===== config.mk =====
export PLATFORM = sky130hd
export DESIGN_NAME = rational_arith_unit_core
export DESIGN_NICKNAME = d
export VERILOG_FILES = /design/src/rtl/rau_pkg.sv /design/src/rtl/rational_arith_unit_core.sv
export SDC_FILE = /design/constraint.sdc
export NUM_CORES = 2
export LEC_CHECK = 0
export BUFFER_PORTS_ARGS = -buffer_cell sky130_fd_sc_hd__buf_2
export CAP_MARGIN = 20
export CORE_AREA = 5 5 254 256
export DETAILED_ROUTE_END_ITERATION = 10
export DIE_AREA = 0 0 259 261
export GPL_TIMING_DRIVEN = 0
export MAX_ROUTING_LAYER = met4
export PLACE_DENSITY = 0.78
export SETUP_SLACK_MARGIN = 0.02
export SYNTH_ARGS = -nofsm -noshare
export SYNTH_HDL_FRONTEND = slang
export SYNTH_SLANG_ARGS = --single-unit

===== constraint.sdc =====
create_clock -name clk -period 8.3 [get_ports clk]
set_input_delay 0.83 -clock clk [delete_from_list [all_inputs] [get_ports clk]]
set_output_delay 0.83 -clock clk [all_outputs]
set_load 0.005 [all_outputs]

===== src/rtl/rau_pkg.sv =====
// rau_pkg: shared types and constants for the rational arithmetic unit.
// Holds operand and result structs, opcode codes and derived widths.
// No dependencies.
package rau_pkg;

  localparam int FIELD_WIDTH = 16;
  localparam int NUM_W       = FIELD_WIDTH;
  localparam int DEN_W       = FIELD_WIDTH - 1;
  localparam int RES_NUM_W   = 32;
  localparam int RES_DEN_W   = 30;

  // working widths: signed numerator, denominator product, magnitude
  localparam int ACC_W  = 2 * FIELD_WIDTH;
  localparam int DPR_W  = 2 * FIELD_WIDTH - 2;
  localparam int MAG_W  = ACC_W;
  localparam int MUL_W  = FIELD_WIDTH + 1;
  localparam int PROD_W = 2 * MUL_W;
  localparam int SUB_W  = MAG_W + 2;
  localparam int K_W    = $clog2(DPR_W + 1);
  localparam int CNT_W  = $clog2(MAG_W + 1);

  localparam logic [1:0] OP_ADD = 2'd0;
  localparam logic [1:0] OP_MUL = 2'd1;
  localparam logic [1:0] OP_EQU = 2'd2;
  localparam logic [1:0] OP_INC = 2'd3;

  typedef struct packed {
    logic [1:0]              req_type;
    logic signed [NUM_W-1:0] a_num;
    logic [DEN_W-1:0]        a_den;
    logic signed [NUM_W-1:0] b_num;
    logic [DEN_W-1:0]        b_den;
  } rau_req_t;

  typedef struct packed {
    logic signed [RES_NUM_W-1:0] res_num;
    logic [RES_DEN_W-1:0]        res_den;
    logic                        is_equal;
  } rau_res_t;

endpackage


===== src/rtl/rational_arith_unit_core.sv =====
// rational_arith_unit_core: add, multiply, compare and increment on fractions,
// with the result reduced by its greatest common divisor.
// Depends on rau_pkg.
//
// Usage: drive in_req and pulse start while busy is low; the item is taken
// at that edge and busy rises until the result has been shown. The result
// appears on out_res for exactly one cycle, marked by out_valid; the receiver
// must take it then, it cannot hold the block off.
// A compare is decided as the item is taken. Add and multiply first form numerator
// and denominator on one shared signed multiplier (add in states MUL_A, MUL_B
// and MUL_D, multiply in MUL_A and MUL_D; increment forms them as the item is
// taken), then run a binary GCD on one shared subtractor (one shift or subtract
// per cycle), restore the common powers of two, then divide numerator magnitude
// and denominator by the divisor with the same subtractor, one quotient bit per
// cycle. A zero numerator or denominator skips reduction. One item is in flight
// at a time. Synchronous active-low reset returns the sequencer to idle and
// drops any item in progress.
module rational_arith_unit_core (
  input  logic              clk,
  input  logic              rst_n,
  input  logic              start,
  output logic              busy,
  input  rau_pkg::rau_req_t in_req,
  output logic              out_valid,
  output rau_pkg::rau_res_t out_res
);
  import rau_pkg::*;

  typedef enum logic [7:0] {
    ST_IDLE  = 8'b0000_0001,
    ST_MUL_A = 8'b0000_0010,
    ST_MUL_B = 8'b0000_0100,
    ST_MUL_D = 8'b0000_1000,
    ST_PREP  = 8'b0001_0000,
    ST_GCD   = 8'b0010_0000,
    ST_GFIX  = 8'b0100_0000,
    ST_DIV   = 8'b1000_0000
  } state_t;

  state_t                   state_r, state_nxt;
  logic                     out_valid_r, out_valid_nxt;
  logic                     div_den_r, div_den_nxt;
  rau_req_t                 req_r, req_nxt;
  rau_res_t                 out_r, out_nxt;
  logic signed [ACC_W-1:0]  acc_r, acc_nxt;
  logic signed [ACC_W-1:0]  num_r, num_nxt;
  logic [DPR_W-1:0]         den_r, den_nxt;
  logic [MAG_W-1:0]         u_r, u_nxt;
  logic [MAG_W-1:0]         v_r, v_nxt;
  logic [MAG_W-1:0]         mag_r, mag_nxt;
  logic [MAG_W-1:0]         q_r, q_nxt;
  logic [MAG_W-1:0]         rem_r, rem_nxt;
  logic [K_W-1:0]           k_r, k_nxt;
  logic [CNT_W-1:0]         cnt_r, cnt_nxt;
  logic                     neg_r, neg_nxt;

  logic signed [MUL_W-1:0]  mul_a, mul_b;
  logic signed [PROD_W-1:0] prod;
  logic [SUB_W-1:0]         sub_a, sub_b, sub_d;
  logic                     borrow;
  logic [MAG_W:0]           div_t;
  logic [MAG_W-1:0]         q_step;
  logic [MAG_W-1:0]         mag_fin;

  // shared multiplier
  always_comb begin
    mul_a = '0;
    mul_b = '0;
    unique case (state_r)
      ST_MUL_A: begin
        mul_a = MUL_W'(req_r.a_num);
        mul_b = (req_r.req_type == OP_MUL) ? MUL_W'(req_r.b_num)
                                           : signed'(MUL_W'(req_r.b_den));
      end
      ST_MUL_B: begin
        mul_a = MUL_W'(req_r.b_num);
        mul_b = signed'(MUL_W'(req_r.a_den));
      end
      ST_MUL_D: begin
        mul_a = signed'(MUL_W'(req_r.a_den));
        mul_b = signed'(MUL_W'(req_r.b_den));
      end
      default: begin
        mul_a = '0;
        mul_b = '0;
      end
    endcase
  end

  assign prod = PROD_W'(mul_a) * PROD_W'(mul_b);

  // shared subtractor: GCD step or restoring division step
  assign div_t = {rem_r, q_r[MAG_W-1]};

  always_comb begin
    if (state_r == ST_DIV) begin
      sub_a = SUB_W'(div_t);
      sub_b = SUB_W'(u_r);
    end else begin
      sub_a = SUB_W'(u_r);
      sub_b = SUB_W'(v_r);
    end
  end

  assign sub_d  = sub_a - sub_b;
  assign borrow = sub_d[SUB_W-1];
  assign q_step = {q_r[MAG_W-2:0], ~borrow};
  assign mag_fin = div_den_r ? mag_r : q_step;

  always_comb begin
    state_nxt     = state_r;
    out_valid_nxt = 1'b0;
    div_den_nxt   = div_den_r;
    req_nxt       = req_r;
    out_nxt       = out_r;
    acc_nxt       = acc_r;
    num_nxt       = num_r;
    den_nxt       = den_r;
    u_nxt         = u_r;
    v_nxt         = v_r;
    mag_nxt       = mag_r;
    q_nxt         = q_r;
    rem_nxt       = rem_r;
    k_nxt         = k_r;
    cnt_nxt       = cnt_r;
    neg_nxt       = neg_r;

    unique case (state_r)
      ST_IDLE: begin
        if (start && !out_valid_r) begin
          req_nxt = in_req;
          unique case (in_req.req_type)
            OP_EQU: begin
              out_nxt.res_num  = '0;
              out_nxt.res_den  = '0;
              out_nxt.is_equal = (in_req.a_num == in_req.b_num) &&
                                 (in_req.a_den == in_req.b_den);
              out_valid_nxt    = 1'b1;
            end
            OP_INC: begin
              num_nxt   = ACC_W'(in_req.a_num) + signed'(ACC_W'(in_req.a_den));
              den_nxt   = DPR_W'(in_req.a_den);
              state_nxt = ST_PREP;
            end
            default: state_nxt = ST_MUL_A;
          endcase
        end
      end
      ST_MUL_A: begin
        if (req_r.req_type == OP_MUL) begin
          num_nxt   = ACC_W'(prod);
          state_nxt = ST_MUL_D;
        end else begin
          acc_nxt   = ACC_W'(prod);
          state_nxt = ST_MUL_B;
        end
      end
      ST_MUL_B: begin
        num_nxt   = acc_r + ACC_W'(prod);
        state_nxt = ST_MUL_D;
      end
      ST_MUL_D: begin
        den_nxt   = DPR_W'(prod);
        state_nxt = ST_PREP;
      end
      ST_PREP: begin
        if (num_r == '0 || den_r == '0) begin
          // pass through unreduced
          out_nxt.res_num  = RES_NUM_W'(num_r);
          out_nxt.res_den  = RES_DEN_W'(den_r);
          out_nxt.is_equal = 1'b0;
          out_valid_nxt    = 1'b1;
          state_nxt        = ST_IDLE;
        end else begin
          neg_nxt   = num_r[ACC_W-1];
          mag_nxt   = num_r[ACC_W-1] ? MAG_W'(-num_r) : MAG_W'(num_r);
          u_nxt     = num_r[ACC_W-1] ? MAG_W'(-num_r) : MAG_W'(num_r);
          v_nxt     = MAG_W'(den_r);
          k_nxt     = '0;
          state_nxt = ST_GCD;
        end
      end
      ST_GCD: begin
        if (u_r == v_r) begin
          state_nxt = ST_GFIX;
        end else if (!u_r[0] && !v_r[0]) begin
          u_nxt = u_r >> 1;
          v_nxt = v_r >> 1;
          k_nxt = k_r + K_W'(1);
        end else if (!u_r[0]) begin
          u_nxt = u_r >> 1;
        end else if (!v_r[0]) begin
          v_nxt = v_r >> 1;
        end else if (!borrow) begin
          u_nxt = sub_d[MAG_W-1:0];
        end else begin
          v_nxt = MAG_W'(-sub_d);
        end
      end
      ST_GFIX: begin
        // restore common powers of two; u then holds the divisor
        if (k_r != '0) begin
          u_nxt = u_r << 1;
          k_nxt = k_r - K_W'(1);
        end else begin
          q_nxt       = mag_r;
          rem_nxt     = '0;
          cnt_nxt     = '0;
          div_den_nxt = 1'b0;
          state_nxt   = ST_DIV;
        end
      end
      ST_DIV: begin
        q_nxt   = q_step;
        rem_nxt = borrow ? div_t[MAG_W-1:0] : sub_d[MAG_W-1:0];
        cnt_nxt = cnt_r + CNT_W'(1);
        if (cnt_r == CNT_W'(MAG_W - 1)) begin
          cnt_nxt = '0;
          rem_nxt = '0;
          if (!div_den_r) begin
            mag_nxt     = q_step;
            q_nxt       = MAG_W'(den_r);
            div_den_nxt = 1'b1;
          end else begin
            out_nxt.res_num  = neg_r ? RES_NUM_W'(-signed'(mag_fin))
                                     : RES_NUM_W'(mag_fin);
            out_nxt.res_den  = RES_DEN_W'(q_step);
            out_nxt.is_equal = 1'b0;
            out_valid_nxt    = 1'b1;
            state_nxt        = ST_IDLE;
          end
        end
      end
      default: state_nxt = ST_IDLE;
    endcase
  end

  always_ff @(posedge clk) begin
    if (!rst_n) begin
      state_r     <= ST_IDLE;
      out_valid_r <= 1'b0;
      div_den_r   <= 1'b0;
    end else begin
      state_r     <= state_nxt;
      out_valid_r <= out_valid_nxt;
      div_den_r   <= div_den_nxt;
    end
  end

  always_ff @(posedge clk) begin
    req_r <= req_nxt;
    out_r <= out_nxt;
    acc_r <= acc_nxt;
    num_r <= num_nxt;
    den_r <= den_nxt;
    u_r   <= u_nxt;
    v_r   <= v_nxt;
    mag_r <= mag_nxt;
    q_r   <= q_nxt;
    rem_r <= rem_nxt;
    k_r   <= k_nxt;
    cnt_r <= cnt_nxt;
    neg_r <= neg_nxt;
  end

  // busy covers the result cycle so the next item waits for the strobe
  assign busy      = (state_r != ST_IDLE) || out_valid_r;
  assign out_valid = out_valid_r;
  assign out_res   = out_r;

  a_strobe_single: assert property (@(posedge clk) disable iff (!rst_n)
    out_valid |=> !out_valid)
    else $error("result strobe held for more than one cycle");

  a_accept_busy: assert property (@(posedge clk) disable iff (!rst_n)
    (start && !busy) |=> busy)
    else $error("busy not raised after an item was taken");

  a_gcd_nonzero: assert property (@(posedge clk) disable iff (!rst_n)
    (state_r == ST_GCD) |-> (u_r != '0 && v_r != '0))
    else $error("GCD operand reached zero");

  a_equal_clean: assert property (@(posedge clk) disable iff (!rst_n)
    (out_valid && out_res.is_equal) |-> (out_res.res_num == '0 && out_res.res_den == '0))
    else $error("compare result carries a fraction");

endmodule


### Word level (Yosys, flattened, before mapping)

Index checks and enable logic that the tools add are counted.

| cells by class | value |
|---|---|
| add/sub/neg operators | 9 |
| multiply operators | 1 |
| equal/unequal tests | 34 |
| muxes and demuxes | 72 |
| bitwise logic cells | 3 |
| reductions and logical operators | 33 |

Operator list:

| operator | number |
|---|---|
| $mux 32 | 27 |
| $mux 63 | 5 |
| $pmux 32 s2 | 4 |
| $pmux 32 s3 | 2 |
| $pmux 63 s3 | 1 |
| $pmux 17 s3 | 2 |
| $neg 32->32 | 3 |
| $pmux 8 s8 | 1 |
| $mux 30 | 2 |
| $pmux 30 s2 | 1 |
| $mux 8 | 5 |
| $sub 33x32->34 | 1 |
| $mux 33 | 1 |
| $add 32x32->32 | 1 |
| $eq 32x32->1 | 1 |
| $logic_not 32->1 | 1 |
| $mul 17x17->32 | 1 |
| $logic_not 30->1 | 1 |
| $ne 2x2->1 const B | 11 |
| $mux 5 | 4 |
| $mux 6 | 3 |
| $reduce_and 6->1 | 3 |
| $add 16x16->17 | 1 |
| $mux 17 | 1 |
| 38 further kinds | 69 |

| storage, ports and cells | value |
|---|---|
| bits in registers | 403 |
| input bits | 67 |
| output and inout bits | 65 |
| logic and storage cells | 176 |

### Depth between registers and ports, before layout

| depth | value |
|---|---|
| depth in word-level cells | 10 |
| mapped depth | 42 |
| mapped depth without buffers | 38 |

### Least setup slack after synthesis

No wires, ideal clock.

| timing path | value |
|---|---|
| kind | register to register |
| from | register state_r[6] |
| to | register num_r[29] (data pin) |
| library setup time | 268 ps |
| arrival time | 8774 ps |
| required time | 8032 ps |
| setup slack | -741 ps |
| cell stages (with the launch flop) | 41 |
| path buffers | 5 |
| cells stage by stage | dfxtp_1 nor4_4 and4b_1 clkbuf_1 clkbuf_1 clkbuf_1 a22oi_1 nand2_1 clkbuf_1 nand2_1 fa_1 inv_1 fa_1 inv_1 fa_1 inv_1 fa_1 fa_1 [5 not listed] a21boi_0 nand4_1 o21ai_0 a21oi_1 xnor2_1 inv_1 ha_1 clkbuf_1 nand4_1 nor2_1 nand4b_1 a21o_1 o21ai_0 a21o_1 a21oi_1 xnor2_1 a22oi_1 nand2_1 |

| between the ends | value |
|---|---|
| cells in the longest elaborated chain, start to end | 5 |

RTL lines:

| what | line | source |
|---|---|---|
| from (decl) | rational_arith_unit_core.sv:40 | `state_t state_r, state_nxt;` |
| from (signal assigned) | rational_arith_unit_core.sv:244 | `state_r <= state_nxt;` |
| $eq 8x4->1, or another cell as far along | rational_arith_unit_core.sv:69 | `unique case (state_r)` |
| $pmux 17 s3 | rational_arith_unit_core.sv:69 |  |
| $mul 17x17->32 (*) | rational_arith_unit_core.sv:90 | `assign prod = PROD_W'(mul_a) * PROD_W'(mul_b);` |
| via prod[19] | rational_arith_unit_core.sv:58 | `logic signed [PROD_W-1:0] prod;` |
| $add 32x32->32 (*) | rational_arith_unit_core.sv:159 | `num_nxt = acc_r + ACC_W'(prod);` |
| $pmux 32 s3 (*) | rational_arith_unit_core.sv:128 | `unique case (state_r)` |
| via num_nxt[29] | rational_arith_unit_core.sv:46 | `logic signed [ACC_W-1:0] num_r, num_nxt;` |
| to (signal assigned) | rational_arith_unit_core.sv:254 | `num_r <= num_nxt;` |
| to (decl) | rational_arith_unit_core.sv:46 |  |

The timed path passes the listed nets; every way through them passes the cells marked *. The select of a mux whose other input is x is not followed.
A chain may end at the register's enable or synchronous reset.

### Final worst setup path

| timing path | value |
|---|---|
| from | register state_r[7] |
| to | register num_r[31] (data pin) |

The elaborated chain is that of the path after synthesis.

==> out/results.ini <==
[placed_design]
detailed_place_hpwl_um=90800
place_inst=4676
portBuffers=131
gp_congestion=1.04

[power]
peakVddDrop_mv=0.152
power_frac_seq_pct=40.8
p_sw_mw=1.98
p_comb_share_pct=22.6
internal-power_mw=4.48
swShare_pct=30.7
p_leak_nw=17.3
power.total_mw=6.46
powerDensity_mw_per_mm2=155
clockPowerShare_pct=36.6

[timing]
fin_crit_sh_pct=112
finalWorstSetupSlack_ns=-1.02
hold_viol_final=0
period_needed_ns=9.32
fin_skew_ns=0.0440
worst_pin_slew_ns=1.19
setup_viol=14
max-slew-margin-rel_pct=20.2
rsz0062_at_grt=yes
max_freq_mhz=107
drv_slew=0

[logic_synthesis]
synth_ff_type=edfxtp_1
yosysWarnings=0
synthCells=3688
synth_top_area_cell=edfxtp_1
syn_nets=4205
synth_area_mm2=0.0355
avgSynthCellArea_um2=9.61
synth-seq-cells=403
yosysUniqueCellTypes=91
synth.top_cell.area_share_pct=33.3
synthTopCellsByArea=edfxtp_1 (33%), fa_1 (16%), ha_1 (6.0%), nand2_1 (5.2%), inv_1 (4.3%)
ys_seq_area_share_pct=33.8
synth_edf_count=393
async_flop_share_pct=0

[detailed_routing]
via_per_inst=6.18
vias=30200
drtIter0Drc=3247
wl_per_cell_um=24.1
final_antenna_net_count=0
wirelength_um=118000
dr.pass1.iters=8
drcViolationCount=0

[critical_path]
worst_path_most_repeated_cell=fa_1
crit_arrival_ns=9.62
slowest_stage=fa_1
worstSetupEndpointType=flip-flop
slowest_delay_ns=0.53
critPathLaunchType=flip-flop
path_max_fanout=6
critical_path_class=reg2reg
critPathRequiredTime_ns=8.60

[outcome]
status=finished with violations
violations=negative setup slack

[cts]
h-tree-depth=2
clock_latency_ns=0.62
ctsRootBufferMaster=clkbuf_16
cts_tree=done
cts_buffers=48
cts_max_path_buffers=3
cts_hold_buf=0
numClockSinks=403
clk_pin_slew_ns=0.07

[finish]
final_common_cell=nand2_1
nNetsFinal=4506
most-common-layout-cells=nand2_1 (470), inv_1 (396), edfxtp_1 (393)
layout-drive-gt1-share_pct=16.6
area_growth_pct=17.2
fin_cells=4880

[die]
initial_core_util_pct=56.9
fp-row-count=92
die_w_um=259
die-area_mm2=0.0676
ios=132
core_mm2=0.0623
fp.dieH_um=261

[global_routing]
gr-total-overflow=0
grt_pass1_vias=30200
grt_pass1_wl_um=174000
grt_max_degree=39
grt_usage_pct=34.4
antenna_found_initial=3

[hold_path]
hp-class=in2reg

[flow_run]
max_cap_viol_count=0

-- critical path, delay by kind of cell, from the launching register on --
kind | cells | cell delay, ns
buf+inv | 10 | 1.10
simple gates | 11 | 1.88
xor+xnor | 2 | 0.36
compound gates | 10 | 1.79
fa+ha+maj | 8 | 3.44
flops | 1 | 0.39
-- cell families (layout without fill, tap and decap cells) --
family / Yosys count / in the layout / synth area share, %
other: 0 / 6 / 0
AOI/OAI and AO/OA: 728 / 728 / 13.5
xor gates and xnor gates: 253 / 253 / 6.31
adders and majority gates: 450 / 450 / 21.8
DFF: 403 / 403 / 33.8
buffers and inverters: 570 / 910 / 6.18
and+or+nand+nor: 1174 / 1174 / 15.2
muxes: 110 / 110 / 3.11
-- per-stage QoR --
stage	hold WS (ns)	worst slack [ns]	cell area, um2	setup TNS [ns]	utilization [%]
2_1_floorplan	0.470	0.0218	35700	0	-
6_report	0.414	-1.02	41600	-8.19	66.8
3_5_place_dp	0.540	-2.17	37700	-34.94	60.6
5_1_grt	0.407	-1.33	41600	-11.84	66.7
4_1_cts	0.397	-0.739	40900	-5.56	65.6
3_3_place_gp	0.531	-1.98	37400	-66.17	60.1
-- layer usage --
| layer | part of all wire, % | GRT usage (%) |
|---|---|---|
| met1 | 35 | 39.0 |
| met2 | 48 | 58.0 |
| met3 | 8.6 | 5.10 |
| met4 | 7.7 | 21.3 |
| met5 | 0 | - |
-- power by group through the flow --
stage | combinational, mW | clock [mW] | sequential, mW
floorplan | 0.788 | 0 | 2.63
global placement | 1.17 | 0 | 2.68
detailed placement | 1.24 | 0 | 2.65
CTS | 1.36 | 2.38 | 2.62
global route | 1.55 | 2.46 | 2.64
finish | 1.46 | 2.37 | 2.63
-- cell type report --
class	count	area, um2
plain buffers	145	860
clock inverters	35	522
repair buffers	268	1920
well taps	846	1060
flip-flops and latches	403	12000
clock buffers	54	1220
multi-input cells	2715	22400
diodes	6	15.0
fillers	4851	20700
inverters	408	1540
-- synth_stat cells, drive strengths merged (16+ instances only) --
cell    instances
edfxtp        393
xor2          122
mux2i         108
nor2b          29
and3           32
nand2b         28
o21ai         225
ha            171
nor3           46
o21a           16
buf            31
a22oi          39
o31ai          16
clkbuf        131
inv           407
a211oi         28
fa            279
a21o           41
a221o          16
a22o           41
a221oi         36
nand3          44
nand4          20
or2            16
a21oi         164
nor4           38
nand2         494
nor2          326
and2           37
xnor2         131
-- path summary, 6_finish.rpt --
| check | start | end | slack, ns | depth (start not counted) |
|---|---|---|---|---|
| setup / recovery | state_r[7]$_SDFFE_PN0P_ | num_r[31]$_DFFE_PP_ | -1.02 | 41 |
| hold / removal | in_req[29] | req_r[29]$_DFFE_PP_ | 0.41 | 1 |
| setup reg to reg | state_r[7]$_SDFFE_PN0P_ | num_r[31]$_DFFE_PP_ | -1.02 | 41 |
| hold reg to reg | mag_r[26]$_DFFE_PP_ | q_r[26]$_DFFE_PP_ | 0.56 | 2 |
-- state kept, by name (all words and copies together), names as in the netlist --
| register | count |
|---|---|
| v_r | 32 |
| div_den_r | 1 |
| rem_r | 32 |
| req_r | 64 |
| out_res | 63 |
| state_r | 8 |
| num_r | 32 |
| out_valid | 1 |
| q_r | 32 |
| neg_r | 1 |
| den_r | 30 |
| u_r | 32 |
| mag_r | 32 |
| cnt_r | 6 |
| k_r | 5 |
| acc_r | 32 |
-- what timing repair did --
item | in CTS | in global routing
gates resized for setup | 175 | 145
buffers inserted | 95 | 41
pin swaps | 97 | 74
setup endpoints to repair | 51 | 31
(Power assumes the default switching activity.)
